===== src/rtl/hcc_pkg.sv =====
`default_nettype none
package hcc_pkg;

    localparam int BASIS_FRAC   = 24;
    localparam int TENSION_FRAC = 12;
    localparam int TENSION_BITS = 16;
    localparam int OUT_BITS     = 18;
    localparam int ADDR_BITS    = 6;
    localparam int DATA_BITS    = 64;
    localparam logic [TENSION_BITS-1:0] TENSION_RESET = 16'd4096;

    typedef enum logic [2:0] {
        REG_IN_START  = 3'd0,
        REG_IN_END    = 3'd1,
        REG_OUT_START = 3'd2,
        REG_OUT_END   = 3'd3,
        REG_TENSION   = 3'd4
    } t_reg_idx;

endpackage
`default_nettype wire


===== src/rtl/hcc_tangent_solver.sv =====
`default_nettype none
module hcc_tangent_solver #(
    parameter int COORD_BITS = 16
) (
    input  logic                                  i_clk,
    input  logic                                  i_rst_n,
    input  logic                                  i_start,
    input  logic [3*COORD_BITS-1:0]               i_pt [4],
    input  logic [hcc_pkg::TENSION_BITS-1:0]      i_tension,
    output logic                                  o_busy,
    output logic signed [COORD_BITS+9:0]          o_t1 [3],
    output logic signed [COORD_BITS+9:0]          o_t2 [3]
);
    import hcc_pkg::*;

    localparam int C  = COORD_BITS;
    localparam int D  = C + 1;
    localparam int R  = C + 5;
    localparam int SW = C + 9;
    localparam int TW = C + 10;
    localparam int NW = 2 * C + 14;
    localparam int AW = 2 * C + 2;
    localparam int CW = $clog2(NW);
    localparam int PW = TENSION_BITS + R;

    localparam logic [1:0] VEC_CH = 2'd0;
    localparam logic [1:0] VEC_D1 = 2'd1;
    localparam logic [1:0] VEC_D2 = 2'd2;

    typedef enum logic [5:0] {
        S_IDLE  = 6'b000001,
        S_SQ    = 6'b000010,
        S_ROOT  = 6'b000100,
        S_SCALE = 6'b001000,
        S_NUM   = 6'b010000,
        S_DIV   = 6'b100000
    } t_state;

    t_state r_state, n_state;
    logic [1:0]    r_vec, n_vec, r_k, n_k;
    logic [AW-1:0] r_acc, n_acc;
    logic [2*R-1:0] r_rad, n_rad;
    logic [R+1:0]  r_rem, n_rem;
    logic [R-1:0]  r_root, n_root;
    logic [SW-1:0] r_scale, n_scale;
    logic [NW-1:0] r_num, n_num;
    logic [R:0]    r_drem, n_drem;
    logic [CW-1:0] r_cnt, n_cnt;
    logic signed [TW-1:0] r_t1 [3];
    logic signed [TW-1:0] r_t2 [3];

    logic signed [D-1:0]   w_dif [3][3];
    logic signed [D-1:0]   w_sel;
    logic signed [2*D-1:0] w_sq;
    logic [D-1:0]    w_abs;
    logic [AW-1:0]   w_acc_nx;
    logic [R+1:0]    w_rsh, w_trial;
    logic [R-1:0]    w_root_nx;
    logic [R:0]      w_dsh;
    logic [NW-1:0]   w_num_nx;
    logic [PW-1:0]   w_sp;
    logic [D+SW-1:0] w_prod;
    logic signed [TW-1:0] w_tval;
    logic w_t_wr, w_zero_wr;

    always_comb begin
        for (int k = 0; k < 3; k++) begin
            logic signed [C-1:0] a, p0, p1, e;
            a  = $signed(i_pt[0][k*C +: C]);
            p0 = $signed(i_pt[1][k*C +: C]);
            p1 = $signed(i_pt[2][k*C +: C]);
            e  = $signed(i_pt[3][k*C +: C]);
            w_dif[VEC_CH][k] = D'(p1) - D'(p0);
            w_dif[VEC_D1][k] = D'(p0) - D'(a);
            w_dif[VEC_D2][k] = D'(e) - D'(p1);
        end
    end

    assign w_sel    = w_dif[r_vec][r_k];
    assign w_sq     = w_sel * w_sel;
    assign w_abs    = w_sel[D-1] ? $unsigned(-w_sel) : $unsigned(w_sel);
    assign w_acc_nx = r_acc + $unsigned(w_sq);

    // restoring square root, two radicand bits a step
    assign w_rsh     = {r_rem[R-1:0], r_rad[2*R-1 -: 2]};
    assign w_trial   = {r_root, 2'b01};
    assign w_root_nx = {r_root[R-2:0], (w_rsh >= w_trial)};

    // restoring divide by the magnitude; quotient shifts into r_num
    assign w_dsh    = {r_drem[R-1:0], r_num[NW-1]};
    assign w_num_nx = {r_num[NW-2:0], (w_dsh >= {1'b0, r_root})};

    assign w_sp   = i_tension * r_root;
    assign w_prod = w_abs * r_scale;
    assign w_tval = w_sel[D-1] ? -$signed({1'b0, w_num_nx[SW-1:0]})
                               :  $signed({1'b0, w_num_nx[SW-1:0]});

    always_comb begin
        n_state   = r_state;
        n_vec     = r_vec;
        n_k       = r_k;
        n_acc     = r_acc;
        n_rad     = r_rad;
        n_rem     = r_rem;
        n_root    = r_root;
        n_scale   = r_scale;
        n_num     = r_num;
        n_drem    = r_drem;
        n_cnt     = r_cnt;
        w_t_wr    = 1'b0;
        w_zero_wr = 1'b0;
        case (r_state)
            S_IDLE: begin
            end
            S_SQ: begin
                n_acc = w_acc_nx;
                if (r_k == 2'd2) begin
                    n_rad   = {w_acc_nx, 8'b0};
                    n_rem   = '0;
                    n_root  = '0;
                    n_cnt   = CW'(R - 1);
                    n_k     = 2'd0;
                    n_state = S_ROOT;
                end else begin
                    n_k = r_k + 2'd1;
                end
            end
            S_ROOT: begin
                n_rad  = {r_rad[2*R-3:0], 2'b00};
                n_rem  = (w_rsh >= w_trial) ? w_rsh - w_trial : w_rsh;
                n_root = w_root_nx;
                n_cnt  = r_cnt - CW'(1);
                if (r_cnt == '0) begin
                    if (r_vec == VEC_CH) begin
                        n_state = S_SCALE;
                    end else if (w_root_nx == '0) begin
                        // zero-length lane: tangent is zero
                        w_zero_wr = 1'b1;
                        if (r_vec == VEC_D1) begin
                            n_vec   = VEC_D2;
                            n_acc   = '0;
                            n_state = S_SQ;
                        end else begin
                            n_state = S_IDLE;
                        end
                    end else begin
                        n_state = S_NUM;
                    end
                end
            end
            S_SCALE: begin
                n_scale = SW'((w_sp + (PW'(1) << (TENSION_FRAC - 1))) >> TENSION_FRAC);
                n_vec   = VEC_D1;
                n_k     = 2'd0;
                n_acc   = '0;
                n_state = S_SQ;
            end
            S_NUM: begin
                n_num   = {w_prod, 4'b0} + NW'(r_root >> 1);
                n_drem  = '0;
                n_cnt   = CW'(NW - 1);
                n_state = S_DIV;
            end
            S_DIV: begin
                n_num  = w_num_nx;
                n_drem = (w_dsh >= {1'b0, r_root}) ? w_dsh - {1'b0, r_root} : w_dsh;
                n_cnt  = r_cnt - CW'(1);
                if (r_cnt == '0) begin
                    w_t_wr = 1'b1;
                    if (r_k != 2'd2) begin
                        n_k     = r_k + 2'd1;
                        n_state = S_NUM;
                    end else if (r_vec == VEC_D1) begin
                        n_vec   = VEC_D2;
                        n_k     = 2'd0;
                        n_acc   = '0;
                        n_state = S_SQ;
                    end else begin
                        n_state = S_IDLE;
                    end
                end
            end
            default: begin
                n_state = S_IDLE;
            end
        endcase
        if (i_start) begin
            n_state = S_SQ;
            n_vec   = VEC_CH;
            n_k     = 2'd0;
            n_acc   = '0;
        end
    end

    always_ff @(posedge i_clk) begin
        if (!i_rst_n) begin
            r_state <= S_IDLE;
            r_vec   <= VEC_CH;
            r_k     <= 2'd0;
            r_cnt   <= '0;
            for (int k = 0; k < 3; k++) begin
                r_t1[k] <= '0;
                r_t2[k] <= '0;
            end
        end else begin
            r_state <= n_state;
            r_vec   <= n_vec;
            r_k     <= n_k;
            r_cnt   <= n_cnt;
            if (w_t_wr) begin
                if (r_vec == VEC_D1) begin
                    r_t1[r_k] <= w_tval;
                end else begin
                    r_t2[r_k] <= w_tval;
                end
            end
            if (w_zero_wr) begin
                for (int k = 0; k < 3; k++) begin
                    if (r_vec == VEC_D1) begin
                        r_t1[k] <= '0;
                    end else begin
                        r_t2[k] <= '0;
                    end
                end
            end
        end
    end

    always_ff @(posedge i_clk) begin
        r_acc   <= n_acc;
        r_rad   <= n_rad;
        r_rem   <= n_rem;
        r_root  <= n_root;
        r_scale <= n_scale;
        r_num   <= n_num;
        r_drem  <= n_drem;
    end

    assign o_busy = (r_state != S_IDLE);
    assign o_t1   = r_t1;
    assign o_t2   = r_t2;

endmodule
`default_nettype wire


===== config.mk =====
export PLATFORM = sky130hd
export DESIGN_NAME = hcc_tangent_solver
export DESIGN_NICKNAME = d
export VERILOG_FILES = /design/src/rtl/hcc_pkg.sv /design/src/rtl/hcc_tangent_solver.sv
export SDC_FILE = /design/constraint.sdc
export NUM_CORES = 2
export LEC_CHECK = 0
export ABC_AREA = 0
export BUFFER_PORTS_ARGS = -buffer_cell sky130_fd_sc_hd__buf_4
export CELL_PAD_IN_SITES_DETAIL_PLACEMENT = 0
export CELL_PAD_IN_SITES_GLOBAL_PLACEMENT = 1
export CORE_ASPECT_RATIO = 0.75
export CORE_MARGIN = 2
export CORE_UTILIZATION = 54
export CTS_BUF_LIST = sky130_fd_sc_hd__clkbuf_4
export CTS_CLUSTER_SIZE = 30
export DETAILED_ROUTE_END_ITERATION = 10
export PLACE_DENSITY = 0.95
export SLEW_MARGIN = 20
export SYNTH_ARGS = -nofsm -noshare
export SYNTH_HDL_FRONTEND = slang
export SYNTH_SLANG_ARGS = --single-unit

===== constraint.sdc =====
create_clock -name i_clk -period 21.4 [get_ports i_clk]
set_input_delay 4.28 -clock i_clk [delete_from_list [all_inputs] [get_ports i_clk]]
set_output_delay 4.28 -clock i_clk [all_outputs]
set_load 0.05 [all_outputs]

Word level (Yosys, flattened, before mapping)
Cells that the tools add are included.

word-level totals
  flip-flop bits (word level) = 382
  bits of input ports = 211
  output and inout bits = 157
  logic and storage cells = 158

operators by class
  add/sub/neg operators = 18
  multipliers = 3
  order comparisons = 5
  eq/ne operators = 21
  muxes and demuxes = 70
  bitwise gates (word level) = 4
  reduce and logical (&&, ||, !) cells = 19

operators with widths
  cell                    count
  $mux 78                 6
  $mux 26                 8
  $mux 34                 6
  $bwmux 78               2
  $sub 16x16->17          9
  $pmux 34 s4             1
  $pmux 21 s2             3
  $bmux 51 s2             1
  $mux 51                 2
  $pmux 46 s2             1
  $mux 21                 4
  $pmux 42 s2             1
  $demux 26 s2            1
  $mux 17                 3
  $add 46x20->46          1
  $mul 17x25->42          1
  $mux 42                 1
  $sub 21x21->21          2
  $add 37x12->37 const B  1
  $mul 16x21->37          1
  $pmux 6 s6              1
  $add 34x34->34          1
  $bmux 17 s2             1
  $mul 17x17->34          1
  other kinds (39)        81

Longest topological paths before layout
  depth after elaboration = 13
  gate-level depth with buffers = 48
  gate-level depth less buffers = 47

Worst setup path after synthesis
No wires, ideal clock.

  path type = input to register
  from = input port i_pt[16] in the netlist's numbering
  to = register r_num[44] (data pin)
  setup time = 0.271 ns
  data arrival time = 13.817 ns
  setup slack = 7.313 ns
  stages = 37
  path buffers = 1
  cells stage by stage = inv_1 ha_1 fa_1 nand2b_1 a21oi_1 xor2_1 a221oi_2 o32ai_1 a32oi_2 nand4_1 or4_1 or4_4 o21ai_1 xnor2_1 clkbuf_1 nand2_1 fa_1 inv_1 fa_1 fa_1 fa_1 fa_1 inv_1 fa_1 inv_1 ha_1 a21o_1 a21o_1 a221o_1 a211oi_2 o21ai_0 o311ai_0 nand4b_1 nor3_1 nand4_1 xnor2_1 a21oi_1

on the way
  cells in the longest elaborated chain, start to end = 12

RTL lines
  element                                        line                       RTL
  start: declaration                             hcc_tangent_solver.sv:8    input logic [3*COORD_BITS-1:0] i_pt [4],
  $sub 16x16->17 *                               hcc_tangent_solver.sv:75   w_dif[VEC_D2][k] = D'(e) - D'(p1);
  $bmux 51 s2 *                                  hcc_tangent_solver.sv:79   assign w_sel = w_dif[r_vec][r_k];
  $mux 51 (implied by the code) * (2 in series)  hcc_tangent_solver.sv:79
  $bmux 17 s2 *                                  hcc_tangent_solver.sv:79
  $mux 17 (implied by the code) * (2 in series)  hcc_tangent_solver.sv:79
  $neg 17->17                                    hcc_tangent_solver.sv:81   assign w_abs = w_sel[D-1] ? $unsigned(-w_sel) : $unsigned(w_sel);
  $mux 17 *                                      hcc_tangent_solver.sv:81
  $mul 17x25->42 *                               hcc_tangent_solver.sv:94   assign w_prod = w_abs * r_scale;
  $add 46x20->46 *                               hcc_tangent_solver.sv:159  n_num = {w_prod, 4'b0} + NW'(r_root >> 1);
  $pmux 46 s2 *                                  hcc_tangent_solver.sv:112  case (r_state)
  net n_num[44]                                  hcc_tangent_solver.sv:46   logic [NW-1:0] r_num, n_num;
  end signal: assignment                         hcc_tangent_solver.sv:235  r_num <= n_num;
  end: declaration                               hcc_tangent_solver.sv:46

Mark *: on every way through the listed nets, which the timed path passes. The rest lies on a longest branch. The select of a mux whose other input is x is not followed.
A chain may end at the register's enable or synchronous reset.

Worst setup path in the final report
  from = input port i_pt[64] in the netlist's numbering
  to = register r_num[44] (data pin)

on the way
  cells in the longest elaborated chain, start to end = 12
  elaborated cells between the ends (all ways) = 13
  classes of those cells = add/sub: 4; mul: 1; mux: 8

RTL lines
  element                                        line
  $sub 16x16->17, on equally long branches       hcc_tangent_solver.sv:75, hcc_tangent_solver.sv:73
  $bmux 51 s2 *                                  hcc_tangent_solver.sv:79
  $mux 51 (implied by the code) * (2 in series)  hcc_tangent_solver.sv:79
  $bmux 17 s2 *                                  hcc_tangent_solver.sv:79
  $mux 17 (implied by the code) * (2 in series)  hcc_tangent_solver.sv:79
  $neg 17->17                                    hcc_tangent_solver.sv:81
  $mux 17 *                                      hcc_tangent_solver.sv:81
  $mul 17x25->42 *                               hcc_tangent_solver.sv:94
  $add 46x20->46 *                               hcc_tangent_solver.sv:159
  $pmux 46 s2 *                                  hcc_tangent_solver.sv:112
  net n_num[44]                                  hcc_tangent_solver.sv:46

Marks and branches as above.

==> flow_summary_export.csv <==
group,metric,value,unit
status,outcome,"complete, no violations",
floorplanning,design.die.area,115700,um2
synth,syn-num-nets,8758,
grt,largest_net_degree_at_the_start_of_global_routing,79,
worst_setup_path,critical-path-slowest-cell,"o31ai_1",
min_path,hold-path-cell-count,2,
clock_network,tritoncts_clock_tree,"yes",
clock_network,post_cts_resized,0,
timing,layout_worst_path_cycle_share,0.7572,
synth,yosys_register_bits,374,
synth,postSynth.asyncResetShare,0,
timing,max_clock_freq,61.71,MHz
route,detailroute.wirelength.met2,78.48,mm
clock_network,clkSinkCount,374,
synth,synth_edf_count,168,
clock_network,tritoncts.num_buffers,92,
synth,ys.flop_type,"dfxtp_1",
synth,syn_inst,7057,
synth,synth-seq-area-share,0.1503,
cells_and_area,area_delta_synth_final,8.985,%
route,met3WireLength,18.64,mm
worst_setup_path,rr_worst_depth,32,
worst_setup_path,cpMostUsedCell,"fa_1",
grt,grt_first_pass_wirelength,286.7,mm
timing,report.final.slew_viol_count,0,
floorplanning,initial_core_utilization,0.5462,
route,drt_first_iter_violations,4681,
worst_setup_path,timing.critical_path.from_type,"input pin",
grt,grt_antenna_before_repair,4,
route,totalWireLength,181.0,mm
clock_network,insertion_delay,1010,ps
floorplanning,core_area,111700,um2
route,final_antenna_net_count,0,
timing,setup_violators_final,0,
floorplanning,io-pin-count,368,
cells_and_area,fillerInstances,9924,
timing,finalHoldViolCount,0,
worst_setup_path,worstPathArrival,16850,ps
place,port_buffers,367,
synth,synth_top_cells_by_count,"1,353 x inv_1, 931 x fa_1, 916 x nand2_1, 559 x ha_1, 437 x nor2_1",
floorplanning,floorplan.die.width,392.1,um
clock_network,worst_setup_hold_path_clk_slew,80,ps
synth,synth_area_per_cell,8.643,um2
synth,synth_top_cells_by_area,"fa_1 31%, ha_1 11%, inv_1 8.3%",
timing,largest_clock_skew_in_the_final_design,114.9,ps
floorplanning,std_cell_rows,106,
grt,first_global_vias,51720,
worst_setup_path,slowest_delay,1000,ps
clock_network,cts_buffer_depth,3,
route,route.top_layer_used,"met5",
timing,finalCriticalPeriod,16200,ps
synth,yosys_warnings,0,
worst_setup_path,crit_path_max_fo,25,
synth,synthMostInstantiatedCell,"inv_1",
synth,synth_largest_type_area_fraction,0.3056,
clock_network,ctsHoldBuffers,0,
clock_network,post-cts-setup-buffers,0,
route,via_count,50860,
route,drc_errors,0,
route,met1_length,78.48,mm
clock_network,cts-root-buf,"clkbuf_4",
clock_network,cts-htree-levels,3,
synth,synth.largest_area_cell,"fa_1",
worst_setup_path,critPathKind,"input pin to flop",
timing,setup_tns,0,ps
route,detailed_routing_iteration_count_for_the_pre_antenna_repair_pass,7,
worst_setup_path,cp_data_required_time,22040,ps
timing,rsz0062_at_grt,"false",
place,place_hpwl,141.5,mm
timing,timing.slew.headroom,0.2004,
synth,synth_area,60990,um2
min_path,worst_hold_path_type,"flop to flop",
timing,tightestPinTransition,1189,ps
floorplanning,die_y,295.1,um
route,route.detailed.vias_per_inst,5.728,
grt,globalRouteTotalUtil,0.3168,
flow_run,cap_viol_max_count,0,
place,place.gp.congestion,0.9867,
cells_and_area,final_layout_size_suffix_gt1_frac,0.09477,
cells_and_area,layout.nets,8997,
synth,ys_types,103,
grt,grt.overflow.total,0,
worst_setup_path,kind_of_capture_point_of_the_worst_setup_path,"flop",
route,route.detailed.wl_per_inst,20.38,um
==> sequential cells by signal (all words and copies together) (netlist names) <==
| register | cells |
|---|---|
| r_k | 2 |
| r_root | 21 |
| r_rad | 34 |
| r_rem | 21 |
| o_t1 | 78 |
| r_state | 6 |
| o_t2 | 78 |
| r_scale | 25 |
| r_drem | 21 |
| r_cnt | 6 |
| r_vec | 2 |
| r_acc | 34 |
| r_num | 46 |
==> per-stage QoR <==
step | std cells | util | hold WS, ps | setup slack (ps) | instance area, um2
CTS | 8875 | 0.5948 | 495.5 | 5741 | 66430
finish | 8880 | 0.5952 | 497.2 | 5196 | 66470
global placement | 8712 | 0.5841 | 470.5 | 5006 | 65230
global route | 8878 | 0.5952 | 519.0 | 4903 | 66470
detailed placement | 8712 | 0.5842 | 481.1 | 4802 | 65240
floorplan | 7057 | - | 450.4 | 7313 | 60990
==> cell usage in the layout, fill, tap and decap left out, drive strengths merged, types with 55 or more instances in the layout <==
cell,count
o21a,55
fa,931
ha,559
dfxtp,206
inv,1361
nor3,80
o21ai,268
edfxtp,168
buf,446
nor2,439
a21oi,313
and2,260
xor2,111
nand3,58
clkbuf,125
a21o,98
xnor2,184
nand2,917
a211oi,107
==> worst paths after layout <==
kind	from	endpoint	slack, ps
worst min-delay path	o_t2[51]$_SDFF_PN0_	o_t2[51]$_SDFF_PN0_	500
worst min register to register	o_t2[51]$_SDFF_PN0_	o_t2[51]$_SDFF_PN0_	500
worst max-delay path	i_pt[64]	r_num[44]$_DFFE_PP_	5200
worst max register to register	r_vec[0]$_SDFFE_PP0P_	r_num[44]$_DFFE_PP_	8310
==> metal layers <==
metal	GRT usage	up-vias
met4	0.09390	4
met2	0.4774	2386
met1	0.4586	25080
li1	-	23060
met5	0	-
met3	0.06766	332
==> kinds of logic after synthesis <==
group,after synthesis,synth area share
buffers and inverters,1662,0.1036
xor gates and xnor gates,295,0.04285
AOI/OAI and AO/OA,1166,0.1238
and+or+nand+nor,2037,0.1536
adders and majority gates,1490,0.4203
muxes,33,0.005559
DFF,374,0.1503
==> critical path, delay by kind of cell <==
| family | cells | cell delay [ps] |
|---|---|---|
| simple gates | 9 | 3400 |
| compound gates | 12 | 4390 |
| buf+inv | 5 | 560 |
| fa+ha+maj | 9 | 3850 |
| xor+xnor | 2 | 320 |
==> area by class of cell <==
| class | instances | area (um2) | area share |
|---|---|---|---|
| timing repair buffer | 446 | 3373 | 0.05075 |
| clock buffer | 125 | 938.4 | 0.01412 |
| multi-input combinational | 5021 | 45730 | 0.6880 |
| inverter | 1361 | 5110 | 0.07687 |
| clock inverter | 38 | 251.5 | 0.003783 |
| tap | 1512 | 1892 | 0.02846 |
| sequential | 374 | 9169 | 0.1379 |
| antenna | 3 | 7.507 | 0.0001129 |
Power is not shown: default switching activity piles up to over one toggle a cycle in this logic, so the estimate is an artifact.
